**config.mk**
```make
export PLATFORM = sky130hd
export DESIGN_NAME = ascii_decimal_number_parser_unit_flat
export DESIGN_NICKNAME = d
export VERILOG_FILES = /design/src/rtl/core/adnp_pkg.sv /design/src/rtl/core/adnp_in_if.sv /design/src/rtl/core/adnp_out_if.sv /design/src/rtl/core/adnp_cfg.sv /design/src/rtl/core/adnp_core.sv /design/src/rtl/core/adnp_out_reg.sv /design/src/rtl/core/ascii_decimal_number_parser_unit.sv /design/src/flat_wrapper.sv
export VERILOG_INCLUDE_DIRS = /design/src /design/src/rtl/core
export SDC_FILE = /design/constraint.sdc
export NUM_CORES = 1
export LEC_CHECK = 0
export BUFFER_PORTS_ARGS = -buffer_cell sky130_fd_sc_hd__buf_2
export CAP_MARGIN = 30
export CELL_PAD_IN_SITES_DETAIL_PLACEMENT = 0
export CELL_PAD_IN_SITES_GLOBAL_PLACEMENT = 1
export CORE_ASPECT_RATIO = 0.5
export CORE_UTILIZATION = 43
export DETAILED_ROUTE_END_ITERATION = 7
export GPL_TIMING_DRIVEN = 0
export PLACE_DENSITY = 0.86
export RECOVER_POWER = 50
export REMOVE_ABC_BUFFERS = 1
export SYNTH_ARGS = -nofsm -noshare
export SYNTH_HDL_FRONTEND = slang
export SYNTH_SLANG_ARGS = --single-unit
```
**constraint.sdc**
```tcl
create_clock -name clk -period 3.7 [get_ports clk]
set_clock_uncertainty 0.05 [all_clocks]
set_input_delay 0.185 -clock clk [delete_from_list [all_inputs] [get_ports clk]]
set_output_delay 0.185 -clock clk [all_outputs]
set_load 0.02 [all_outputs]
```
**src/rtl/core/ascii_decimal_number_parser_unit_assert.svh**
```systemverilog
// ----------------------------------------------------------------------------
// ASCII decimal number parser assertion macros
// Shared concurrent assertion forms for the parser RTL.
// ----------------------------------------------------------------------------
`ifndef ASCII_DECIMAL_NUMBER_PARSER_UNIT_ASSERT_SVH
`define ASCII_DECIMAL_NUMBER_PARSER_UNIT_ASSERT_SVH

// Condition in the same cycle.
`define ADNP_ASSERT_IMP(lbl, clk, rst_n, ante, cons, msg) \
	lbl: assert property (@(posedge clk) disable iff (!rst_n) (ante) |-> (cons)) \
		else $error(msg);

// Condition in the following cycle.
`define ADNP_ASSERT_NXT(lbl, clk, rst_n, ante, cons, msg) \
	lbl: assert property (@(posedge clk) disable iff (!rst_n) (ante) |=> (cons)) \
		else $error(msg);

`endif

```
**src/rtl/core/adnp_pkg.sv**
```systemverilog
// ----------------------------------------------------------------------------
// ASCII decimal number parser package
// Types, character codes and register map shared by the parser RTL.
// ----------------------------------------------------------------------------
package adnp_pkg;

	localparam int unsigned ACC_WIDTH_DEF = 32;

	localparam int unsigned PADDR_WIDTH   = 3;
	localparam int unsigned REG_IDX_LSB   = 2;
	localparam logic        REG_FRACTION_MODE = 1'b0;

	localparam logic [7:0] CH_ZERO  = 8'h30;
	localparam logic [7:0] CH_NINE  = 8'h39;
	localparam logic [7:0] CH_POINT = 8'h2E;
	localparam logic [7:0] CH_PLUS  = 8'h2B;
	localparam logic [7:0] CH_MINUS = 8'h2D;
	localparam logic [7:0] CH_TAB   = 8'h09;
	localparam logic [7:0] CH_SPACE = 8'h20;

	localparam logic [3:0] FRAC_MAX = 4'd15;

	typedef enum logic [2:0] {
		ST_OK      = 3'd0,
		ST_TIMEOUT = 3'd1,
		ST_LINE    = 3'd2,
		ST_DOTS    = 3'd3,
		ST_NODIG   = 3'd4
	} status_t;

	typedef struct packed {
		logic       func;
		logic [7:0] char_code;
		logic [7:0] line_error;
	} item_t;

	typedef struct packed {
		status_t            status;
		logic signed [31:0] mantissa;
		logic [3:0]         frac_digits;
		logic [7:0]         error_flags;
	} result_t;

endpackage

```
**src/rtl/core/adnp_in_if.sv**
```systemverilog
// ----------------------------------------------------------------------------
// Character channel
// Valid/ready channel that carries received characters and receiver events.
// ----------------------------------------------------------------------------
interface adnp_in_if;
	logic       valid;
	logic       ready;
	logic       func;
	logic [7:0] char_code;
	logic [7:0] line_error;

	modport source (output valid, func, char_code, line_error, input ready);
	modport sink (input valid, func, char_code, line_error, output ready);
endinterface

```
**src/rtl/core/adnp_out_if.sv**
```systemverilog
// ----------------------------------------------------------------------------
// Result channel
// Valid/ready channel that carries parsed numbers and their status.
// ----------------------------------------------------------------------------
interface adnp_out_if import adnp_pkg::*; ();
	logic               valid;
	logic               ready;
	status_t            status;
	logic signed [31:0] mantissa;
	logic [3:0]         frac_digits;
	logic [7:0]         error_flags;

	modport source (output valid, status, mantissa, frac_digits, error_flags, input ready);
	modport sink (input valid, status, mantissa, frac_digits, error_flags, output ready);
endinterface

```
**src/rtl/core/adnp_cfg.sv**
```systemverilog
// ----------------------------------------------------------------------------
// Parser configuration registers
// APB-style register port holding the fraction mode bit.
// ----------------------------------------------------------------------------
module adnp_cfg import adnp_pkg::*; (
	input  logic                   clk,
	input  logic                   arst_n,
	input  logic                   psel,
	input  logic                   penable,
	input  logic                   pwrite,
	input  logic [PADDR_WIDTH-1:0] paddr,
	input  logic [31:0]            pwdata,
	output logic [31:0]            prdata,
	output logic                   pready,
	output logic                   fraction_mode
);
	logic fraction_mode_q;
	logic sel_fraction_mode;

	assign pready            = 1'b1;
	assign sel_fraction_mode = (paddr[REG_IDX_LSB] == REG_FRACTION_MODE);

	always_ff @(posedge clk or negedge arst_n) begin
		if (!arst_n) begin
			fraction_mode_q <= 1'b0;
		end else if (psel && penable && pwrite && pready && sel_fraction_mode) begin
			fraction_mode_q <= pwdata[0];
		end
	end

	assign prdata        = sel_fraction_mode ? {31'b0, fraction_mode_q} : 32'b0;
	assign fraction_mode = fraction_mode_q;
endmodule

```
**src/rtl/core/adnp_core.sv**
```systemverilog
// ----------------------------------------------------------------------------
// Parser core
// Input register, number state and the per-character update logic.
// ----------------------------------------------------------------------------
`include "ascii_decimal_number_parser_unit_assert.svh"

module adnp_core import adnp_pkg::*; #(
	parameter int unsigned ACC_WIDTH = ACC_WIDTH_DEF
) (
	input  logic    clk,
	input  logic    arst_n,
	input  logic    fraction_mode,
	input  logic    in_valid,
	output logic    in_ready,
	input  item_t   in_item,
	input  logic    out_free,
	output logic    res_load,
	output result_t res_data
);
	logic                 valid_s1;
	item_t                item_s1;

	logic [ACC_WIDTH-1:0] mag_q;
	logic                 neg_q;
	logic                 have_q;
	logic                 seen_q;
	logic [3:0]           cnt_q;

	logic [ACC_WIDTH-1:0] mag_d;
	logic                 neg_d;
	logic                 have_d;
	logic                 seen_d;
	logic [3:0]           cnt_d;

	logic                 emit;
	logic                 fire;
	logic                 is_digit;
	logic [3:0]           digit;
	logic [ACC_WIDTH-1:0] mag_step;
	logic [63:0]          mag_ext;
	logic [31:0]          mag32;
	logic [15:0]          mag16;
	logic [15:0]          val16;
	result_t              res;

	assign is_digit = (item_s1.char_code >= CH_ZERO) && (item_s1.char_code <= CH_NINE);
	assign digit    = 4'(item_s1.char_code - CH_ZERO);
	assign mag_step = (mag_q << 3) + (mag_q << 1) + ACC_WIDTH'(digit);
	assign mag_ext  = 64'(mag_q);
	assign mag32    = neg_q ? (32'd0 - mag_ext[31:0]) : mag_ext[31:0];
	assign mag16    = mag_ext[15:0];
	assign val16    = neg_q ? (16'd0 - mag16) : mag16;

	always_comb begin
		mag_d  = mag_q;
		neg_d  = neg_q;
		have_d = have_q;
		seen_d = seen_q;
		cnt_d  = cnt_q;
		emit   = 1'b0;
		res    = '{status: ST_OK, mantissa: '0, frac_digits: '0, error_flags: '0};
		if (item_s1.func) begin
			emit       = 1'b1;
			res.status = ST_TIMEOUT;
		end else if (item_s1.line_error != 8'd0) begin
			emit            = 1'b1;
			res.status      = ST_LINE;
			res.error_flags = item_s1.line_error;
		end else if (!have_q && item_s1.char_code == CH_PLUS) begin
			neg_d = 1'b0;
		end else if (!have_q && item_s1.char_code == CH_MINUS) begin
			neg_d = 1'b1;
		end else if (!have_q && (item_s1.char_code == CH_SPACE ||
				item_s1.char_code == CH_TAB)) begin
			neg_d = neg_q;
		end else if (item_s1.char_code == CH_POINT && fraction_mode) begin
			if (seen_q) begin
				emit       = 1'b1;
				res.status = ST_DOTS;
			end else begin
				seen_d = 1'b1;
			end
		end else if (is_digit) begin
			mag_d  = mag_step;
			have_d = 1'b1;
			if (seen_q && cnt_q != FRAC_MAX) begin
				cnt_d = cnt_q + 4'd1;
			end
		end else if (!have_q) begin
			emit       = 1'b1;
			res.status = ST_NODIG;
		end else begin
			emit = 1'b1;
			if (fraction_mode) begin
				res.mantissa    = mag32;
				res.frac_digits = cnt_q;
			end else begin
				res.mantissa = {{16{val16[15]}}, val16};
			end
		end
		if (emit) begin
			mag_d  = '0;
			neg_d  = 1'b0;
			have_d = 1'b0;
			seen_d = 1'b0;
			cnt_d  = 4'd0;
		end
	end

	assign fire     = valid_s1 && (!emit || out_free);
	assign in_ready = !valid_s1 || fire;
	assign res_load = fire && emit;
	assign res_data = res;

	always_ff @(posedge clk or negedge arst_n) begin
		if (!arst_n) begin
			valid_s1 <= 1'b0;
			mag_q    <= '0;
			neg_q    <= 1'b0;
			have_q   <= 1'b0;
			seen_q   <= 1'b0;
			cnt_q    <= 4'd0;
		end else begin
			if (in_ready) begin
				valid_s1 <= in_valid;
			end
			if (fire) begin
				mag_q  <= mag_d;
				neg_q  <= neg_d;
				have_q <= have_d;
				seen_q <= seen_d;
				cnt_q  <= cnt_d;
			end
		end
	end

	always_ff @(posedge clk) begin
		if (in_valid && in_ready) begin
			item_s1 <= in_item;
		end
	end

	`ADNP_ASSERT_NXT(a_clear_after_result, clk, arst_n, res_load, (mag_q == '0 && !neg_q && !have_q && !seen_q && cnt_q == 4'd0), "Number state not cleared after a result.")
	`ADNP_ASSERT_IMP(a_frac_needs_point, clk, arst_n, cnt_q != 4'd0, seen_q, "Fraction digits counted without a decimal point.")
	`ADNP_ASSERT_IMP(a_mag_needs_digit, clk, arst_n, !have_q, mag_q == '0, "Magnitude is nonzero before any digit.")
	`ADNP_ASSERT_NXT(a_stall_holds_item, clk, arst_n, valid_s1 && !fire, (valid_s1 && $stable(item_s1)), "Stalled item was lost or changed.")
endmodule

```
**src/rtl/core/adnp_out_reg.sv**
```systemverilog
// ----------------------------------------------------------------------------
// Parser result register
// Holds one finished result until the result channel takes it.
// ----------------------------------------------------------------------------
module adnp_out_reg import adnp_pkg::*; (
	input  logic    clk,
	input  logic    arst_n,
	input  logic    load,
	input  result_t data,
	output logic    free,
	output logic    out_valid,
	input  logic    out_ready,
	output result_t out_data
);
	logic    valid_q;
	result_t data_q;

	assign free = !valid_q || out_ready;

	always_ff @(posedge clk or negedge arst_n) begin
		if (!arst_n) begin
			valid_q <= 1'b0;
		end else if (load) begin
			valid_q <= 1'b1;
		end else if (out_ready) begin
			valid_q <= 1'b0;
		end
	end

	always_ff @(posedge clk) begin
		if (load) begin
			data_q <= data;
		end
	end

	assign out_valid = valid_q;
	assign out_data  = data_q;
endmodule

```
**src/rtl/core/ascii_decimal_number_parser_unit.sv**
```systemverilog
// ----------------------------------------------------------------------------
// ASCII decimal number parser unit
// Assembles signed decimal numbers from received characters.
// ----------------------------------------------------------------------------
// Channel   Direction  Contents
// char_in   sink       func, char_code, line_error
// result    source     status, mantissa, frac_digits, error_flags
// APB       slave      fraction_mode at byte address 0
//
// One item is accepted every cycle while the input register is not stalled;
// the item that ends a number passes from the input register into the result
// register, which then holds its result as valid.
// The digit update is a shift-and-add on the accumulator between those two.
// Reset clears the number state, the fraction mode and both valid flags.
// A stalled result holds the input register only when the next item also ends
// a number; other items keep flowing.
// ----------------------------------------------------------------------------
module ascii_decimal_number_parser_unit import adnp_pkg::*; #(
	parameter int unsigned ACC_WIDTH = ACC_WIDTH_DEF
) (
	input  logic                   clk,
	input  logic                   arst_n,
	adnp_in_if.sink                char_in,
	adnp_out_if.source             result,
	input  logic                   psel,
	input  logic                   penable,
	input  logic                   pwrite,
	input  logic [PADDR_WIDTH-1:0] paddr,
	input  logic [31:0]            pwdata,
	output logic [31:0]            prdata,
	output logic                   pready
);
	logic    fraction_mode;
	item_t   in_item;
	logic    res_load;
	result_t res_data;
	logic    out_free;
	result_t out_data;

	assign in_item = '{func: char_in.func, char_code: char_in.char_code,
		line_error: char_in.line_error};

	adnp_cfg u_cfg (
		.clk           (clk),
		.arst_n        (arst_n),
		.psel          (psel),
		.penable       (penable),
		.pwrite        (pwrite),
		.paddr         (paddr),
		.pwdata        (pwdata),
		.prdata        (prdata),
		.pready        (pready),
		.fraction_mode (fraction_mode)
	);

	adnp_core #(
		.ACC_WIDTH (ACC_WIDTH)
	) u_core (
		.clk           (clk),
		.arst_n        (arst_n),
		.fraction_mode (fraction_mode),
		.in_valid      (char_in.valid),
		.in_ready      (char_in.ready),
		.in_item       (in_item),
		.out_free      (out_free),
		.res_load      (res_load),
		.res_data      (res_data)
	);

	adnp_out_reg u_out (
		.clk       (clk),
		.arst_n    (arst_n),
		.load      (res_load),
		.data      (res_data),
		.free      (out_free),
		.out_valid (result.valid),
		.out_ready (result.ready),
		.out_data  (out_data)
	);

	assign result.status      = out_data.status;
	assign result.mantissa    = out_data.mantissa;
	assign result.frac_digits = out_data.frac_digits;
	assign result.error_flags = out_data.error_flags;
endmodule
```
**src/flat_wrapper.sv**
```systemverilog
// flat-port wrapper written by rule: the top's interface ports become plain ports
module ascii_decimal_number_parser_unit_flat import adnp_pkg::*;
#(
	parameter int unsigned ACC_WIDTH = ACC_WIDTH_DEF
)
  (clk, arst_n, psel, penable, pwrite, paddr, pwdata, prdata, pready, char_in_valid, char_in_func, char_in_char_code, char_in_line_error, char_in_ready, result_valid, result_status, result_mantissa, result_frac_digits, result_error_flags, result_ready);
  adnp_in_if char_in_i ();
  adnp_out_if result_i ();
  input  logic clk;
  input  logic arst_n;
  input  logic psel;
  input  logic penable;
  input  logic pwrite;
  input  logic [PADDR_WIDTH-1:0] paddr;
  input  logic [31:0] pwdata;
  output logic [31:0] prdata;
  output logic pready;
  input wire logic [$bits(char_in_i.valid)-1:0] char_in_valid;
  input wire logic [$bits(char_in_i.func)-1:0] char_in_func;
  input wire logic [$bits(char_in_i.char_code)-1:0] char_in_char_code;
  input wire logic [$bits(char_in_i.line_error)-1:0] char_in_line_error;
  output wire logic [$bits(char_in_i.ready)-1:0] char_in_ready;
  output wire logic [$bits(result_i.valid)-1:0] result_valid;
  output wire logic [$bits(result_i.status)-1:0] result_status;
  output wire logic [$bits(result_i.mantissa)-1:0] result_mantissa;
  output wire logic [$bits(result_i.frac_digits)-1:0] result_frac_digits;
  output wire logic [$bits(result_i.error_flags)-1:0] result_error_flags;
  input wire logic [$bits(result_i.ready)-1:0] result_ready;
  assign char_in_i.valid = char_in_valid;
  assign char_in_i.func = char_in_func;
  assign char_in_i.char_code = char_in_char_code;
  assign char_in_i.line_error = char_in_line_error;
  assign char_in_ready = char_in_i.ready;
  assign result_valid = result_i.valid;
  assign result_status = result_i.status;
  assign result_mantissa = result_i.mantissa;
  assign result_frac_digits = result_i.frac_digits;
  assign result_error_flags = result_i.error_flags;
  assign result_i.ready = result_ready;
  ascii_decimal_number_parser_unit #(.ACC_WIDTH(ACC_WIDTH)) u_core (.clk(clk), .arst_n(arst_n), .char_in(char_in_i), .result(result_i), .psel(psel), .penable(penable), .pwrite(pwrite), .paddr(paddr), .pwdata(pwdata), .prdata(prdata), .pready(pready));
endmodule
```
==> results.md <==
Logic synthesis
* **Synth Flop Type** sky130_fd_sc_hd__edfxtp_1
* **synthesis warning total** 0
* **main combinational cell family by area after synthesis** simple AND/OR/NAND/NOR gates
* **proportion of register bits with asynchronous set or reset after synthesis** 39.6%
* **fraction of the yosys area taken by sequential cells** 44.8%
* **count of flip-flops with a built-in enable after synthesis** 64
* **Post-Syn Area** 6640 um2
* **post-synthesis sequential element count** 106
* **fraction of the mapped netlist area in compound gates** 14.0%
* **simple-gate share of the synthesized area** 15.3%
* **multiplexer share of the synthesized area** 0.490%
* **cells after synthesis** 642
* **share of synthesized cell area in full adder, half adder and majority cells** 11.9%
* **count of unique library cells instantiated by Yosys** 66
* **fraction of synthesized cell area in xor and xnor cells** 7.79%
* **mean post-synth cell area** 10.3 um2

Placed design
* **routability-driven placement congestion ratio** 0.842
* **# placed instances** 903
* **post-DP HPWL** 10.4 mm
* **number of port buffers** 75
* **area after detailed placement** 7130 um2

Clock network
* **clock latency at the later pin of the worst-skew pair** 0.36 ns
* **number of buffers created by CTS** 9
* **buffer type at the clock tree root** sky130_fd_sc_hd__clkbuf_16
* **TritonCTS clock tree** yes
* **Worst-path clk slew** 0.08 ns
* **number of buffers on the longest clock path** 2
* **number of clock sinks seen by CTS** 106
* **Max H-tree Level** 3

Detailed routing
* **via total after detailed routing** 4,997
* **antenna violation net count after detailed routing** 0
* **routed length per placed instance** 15.1 um
* **vias per cell** 5.29
* **routed wire length** 14.2 mm
* **number of iterations in the first detailed-routing pass** 4
* **DR DRC count** 0
* **initial drt markers** 253

Critical path
* **Largest delay share family, worst path** compound AO/OA/AOI/OAI gates
* **Slowest Stage Delay on Critical Path** 0.48 ns
* **required time at the endpoint of the critical path** 3.85 ns
* **cell breakdown of the critical path** fa_1 -> ha_1 -> nor2b_1 -> o31ai_2 -> a21oi_2 -> a311o_1 -> a221oi_4 -> o21ai_2 -> a211oi_2 -> xor2_1 -> o21ai_0
* **Buf+Inv Stages, Crit Path** 0
* **CP startpoint kind** flop
* **Worst Path Max Fanout** 7
* **CP max stage cell** sky130_fd_sc_hd__dfrtp_2
* **Worst Path Class, Setup** flop to flop
* **sort of element at the end of the critical path** flop
* **data arrival time of the worst path** 3.73 ns

Floorplanning
* **placeable core region** 14,800 um2
* **Chip Height** 89.9 um
* **IO Count** 141
* **total die area** 16,000 um2
* **Die X-Extent** 178 um
* **Starting Density** 44.9%
* **Std-Cell Rows** 31

Cells and area
* **P&R area growth vs syn** 15.1%
* **antenna fix cells** 0
* **final std cell area, no fill** 7640 um2
* **proportion of layout cells with a drive suffix above 1** 10.1%
* **number of nets at the end of the flow** 862
* **fraction of the core area covered by cells at the end of the flow** 51.7%
* **non-filler instance count after layout** 944

Worst hold path
* **class of the tightest hold or removal check** primary input to flop

STA
* **maximum clock frequency** 280 MHz
* **fin crit share** 96.6%
* **count of final hold-check violations** 0
* **Post-Route Hold Slack** 0.0228 ns
* **pins over their slew limit** 0
* **Worst Tran Pin Value** 1.46 ns
* **Setup-failing EPs final** 0
* **Max transition margin** 2.55%
* **unrepaired setup endpoints after global routing** yes
* **min cycle time layout** 3.58 ns

GRT
* **GRT Residual Overflow** 0
* **antenna violations before repair** 0
* **number of global-route vias before repair** 4,674
* **overall routing resource usage** 18.1%
* **largest net degree at the start of global routing** 46
* **wire length of the first global-routing pass** 23.0 mm

Pwr
* **switching power of the nets** 663 uW
* **switching power share of the total** 26.4%
* **cell-internal power** 1850 uW
* **Combinational Power Share** 8.7%
* **part of the power in registers** 53.2%
* **clock group share of total power** 38.1%
* **leakage power figure** 0.00333 uW
* **VDD IR-drop max** 0.194 mV
* **Power Density** 329 nW/um2

Run status
* **result of the run** complete, no violations

Flow run
* **Max Cap Violations** 0

cell type report:
class	instances	area, um2
Clock buffer	9	225
Clock inverter	7	80.1
Fill cell	1335	7140
Inverter	16	62.6
Multi-Input combinational cell	504	3460
Sequential cell	106	2970
Tap cell	198	248
Timing Repair Buffer	104	596
metal layers:
metal	up-vias	wire length (um)	track usage, %
met5	-	0	0
met4	0	146	4.99
met3	12	628	2.83
met2	128	6610	29.4
met1	2385	6840	24.9
li1	2472	-	-
final timing paths:
| kind | startpoint | endpoint | slack, ns | cells past startpoint |
|---|---|---|---|---|
| max | u_core.u_core.mag_q[2] | u_core.u_core.mag_q[28] | 0.12 | 11 |
| min | pwdata[0] | u_core.u_cfg.fraction_mode | 0.02 | 2 |
| max reg2reg | u_core.u_core.mag_q[2] | u_core.u_core.mag_q[28] | 0.12 | 11 |
| min reg2reg | u_core.u_core.mag_q[31] | u_core.u_core.mag_q[31] | 0.46 | 2 |
| max in group asynchronous | arst_n | u_core.u_core.mag_q[2] | 1.12 | 3 |
| min in group asynchronous | arst_n | u_core.u_core.valid_s1 | 0.50 | 2 |
synthesized netlist by cell type, types with 3 or more instances:
cell type,instances,area [um2]
sky130_fd_sc_hd__a211oi_1,3,22.5
sky130_fd_sc_hd__a21o_1,10,75.1
sky130_fd_sc_hd__a21oi_1,25,125
sky130_fd_sc_hd__a31oi_1,6,37.5
sky130_fd_sc_hd__and2_1,5,31.3
sky130_fd_sc_hd__and3_1,6,37.5
sky130_fd_sc_hd__buf_4,33,248
sky130_fd_sc_hd__clkbuf_1,9,33.8
sky130_fd_sc_hd__dfrtp_1,42,1050
sky130_fd_sc_hd__edfxtp_1,64,1920
sky130_fd_sc_hd__ha_1,60,751
sky130_fd_sc_hd__inv_1,14,52.6
sky130_fd_sc_hd__nand2_1,58,218
sky130_fd_sc_hd__nand2b_1,5,31.3
sky130_fd_sc_hd__nand3_1,22,110
sky130_fd_sc_hd__nand4_1,3,18.8
sky130_fd_sc_hd__nand4b_1,5,43.8
sky130_fd_sc_hd__nor2_1,40,150
sky130_fd_sc_hd__nor2b_1,17,106
sky130_fd_sc_hd__nor3_1,7,35.0
sky130_fd_sc_hd__nor4_1,6,37.5
sky130_fd_sc_hd__o211ai_1,3,22.5
sky130_fd_sc_hd__o21ai_0,63,315
sky130_fd_sc_hd__o21ai_1,5,25.0
sky130_fd_sc_hd__o21bai_1,3,22.5
sky130_fd_sc_hd__o31ai_1,10,75.1
sky130_fd_sc_hd__o41ai_1,5,43.8
sky130_fd_sc_hd__xnor2_1,15,131
sky130_fd_sc_hd__xor2_1,44,385
kinds of logic (layout without fill, tap and decap cells):
group / count (synthesis) / in the layout
buf+inv: 62 / 136
fa+ha+maj: 62 / 62
other cells: 2 / 32
mux: 3 / 3
simple gates: 197 / 197
compound gates: 151 / 151
xor+xnor: 59 / 59
flops: 106 / 106
power by group through the flow:
stage                     logic, uW  registers, uW  clock network, uW
after floorplan                81.7           1410                  0
after global placement          202           1360                  0
after detailed placement        216           1360                  0
after CTS                       232           1340                983
after global routing            240           1350               1030
final                           219           1340                959
flip-flops by register name (all words and copies together), names as in the netlist, 4 cells and up:
register,cells
u_core.u_core.mag_q,32
u_core.u_out.out_data,47
u_core.u_core.item_s1,17
u_core.u_core.cnt_q,4
through the flow:
stage                     setup TNS (ns)  setup slack, ns  total power, uW
after global placement             -5.17           -0.374             1560
final                                  0            0.125             2520
after detailed placement          -0.598           -0.265             1580
after global routing              -0.141          -0.0686             2610
after CTS                              0           0.0314             2550
after floorplan                        0            0.408             1490
repair_timing:
action / CTS / global route
endpoints found under the hold margin: 35 / 0
hold buffers: 19 / 0
pin swaps: 0 / 4
setup buffers: 0 / 6
endpoints found under the setup margin: 4 / 16
resized for setup: 3 / 8
cells in the final DEF (no fill, tap or decap), types with 4 or more instances in the layout:
cell and count:
sky130_fd_sc_hd__nand2b_1 5, sky130_fd_sc_hd__buf_4 5, sky130_fd_sc_hd__nor3_1 7, sky130_fd_sc_hd__ha_1 60, sky130_fd_sc_hd__nor4_1 6, sky130_fd_sc_hd__dfrtp_1 41
sky130_fd_sc_hd__inv_1 14, sky130_fd_sc_hd__nand3_1 21, sky130_fd_sc_hd__conb_1 32, sky130_fd_sc_hd__o31ai_1 9, sky130_fd_sc_hd__edfxtp_1 64, sky130_fd_sc_hd__and3_1 6
sky130_fd_sc_hd__and2_1 4, sky130_fd_sc_hd__a21oi_1 24, sky130_fd_sc_hd__nor2b_1 17, sky130_fd_sc_hd__xor2_1 44, sky130_fd_sc_hd__buf_2 23, sky130_fd_sc_hd__dlygate4sd3_1 19
sky130_fd_sc_hd__a21o_1 10, sky130_fd_sc_hd__o21ai_0 64, sky130_fd_sc_hd__xnor2_1 15, sky130_fd_sc_hd__nand4b_1 5, sky130_fd_sc_hd__clkbuf_1 53, sky130_fd_sc_hd__nand2_1 58
sky130_fd_sc_hd__nor2_1 39, sky130_fd_sc_hd__o41ai_1 5, sky130_fd_sc_hd__a31oi_1 6, sky130_fd_sc_hd__clkbuf_16 9
Power figures use the tool's default switching activity.
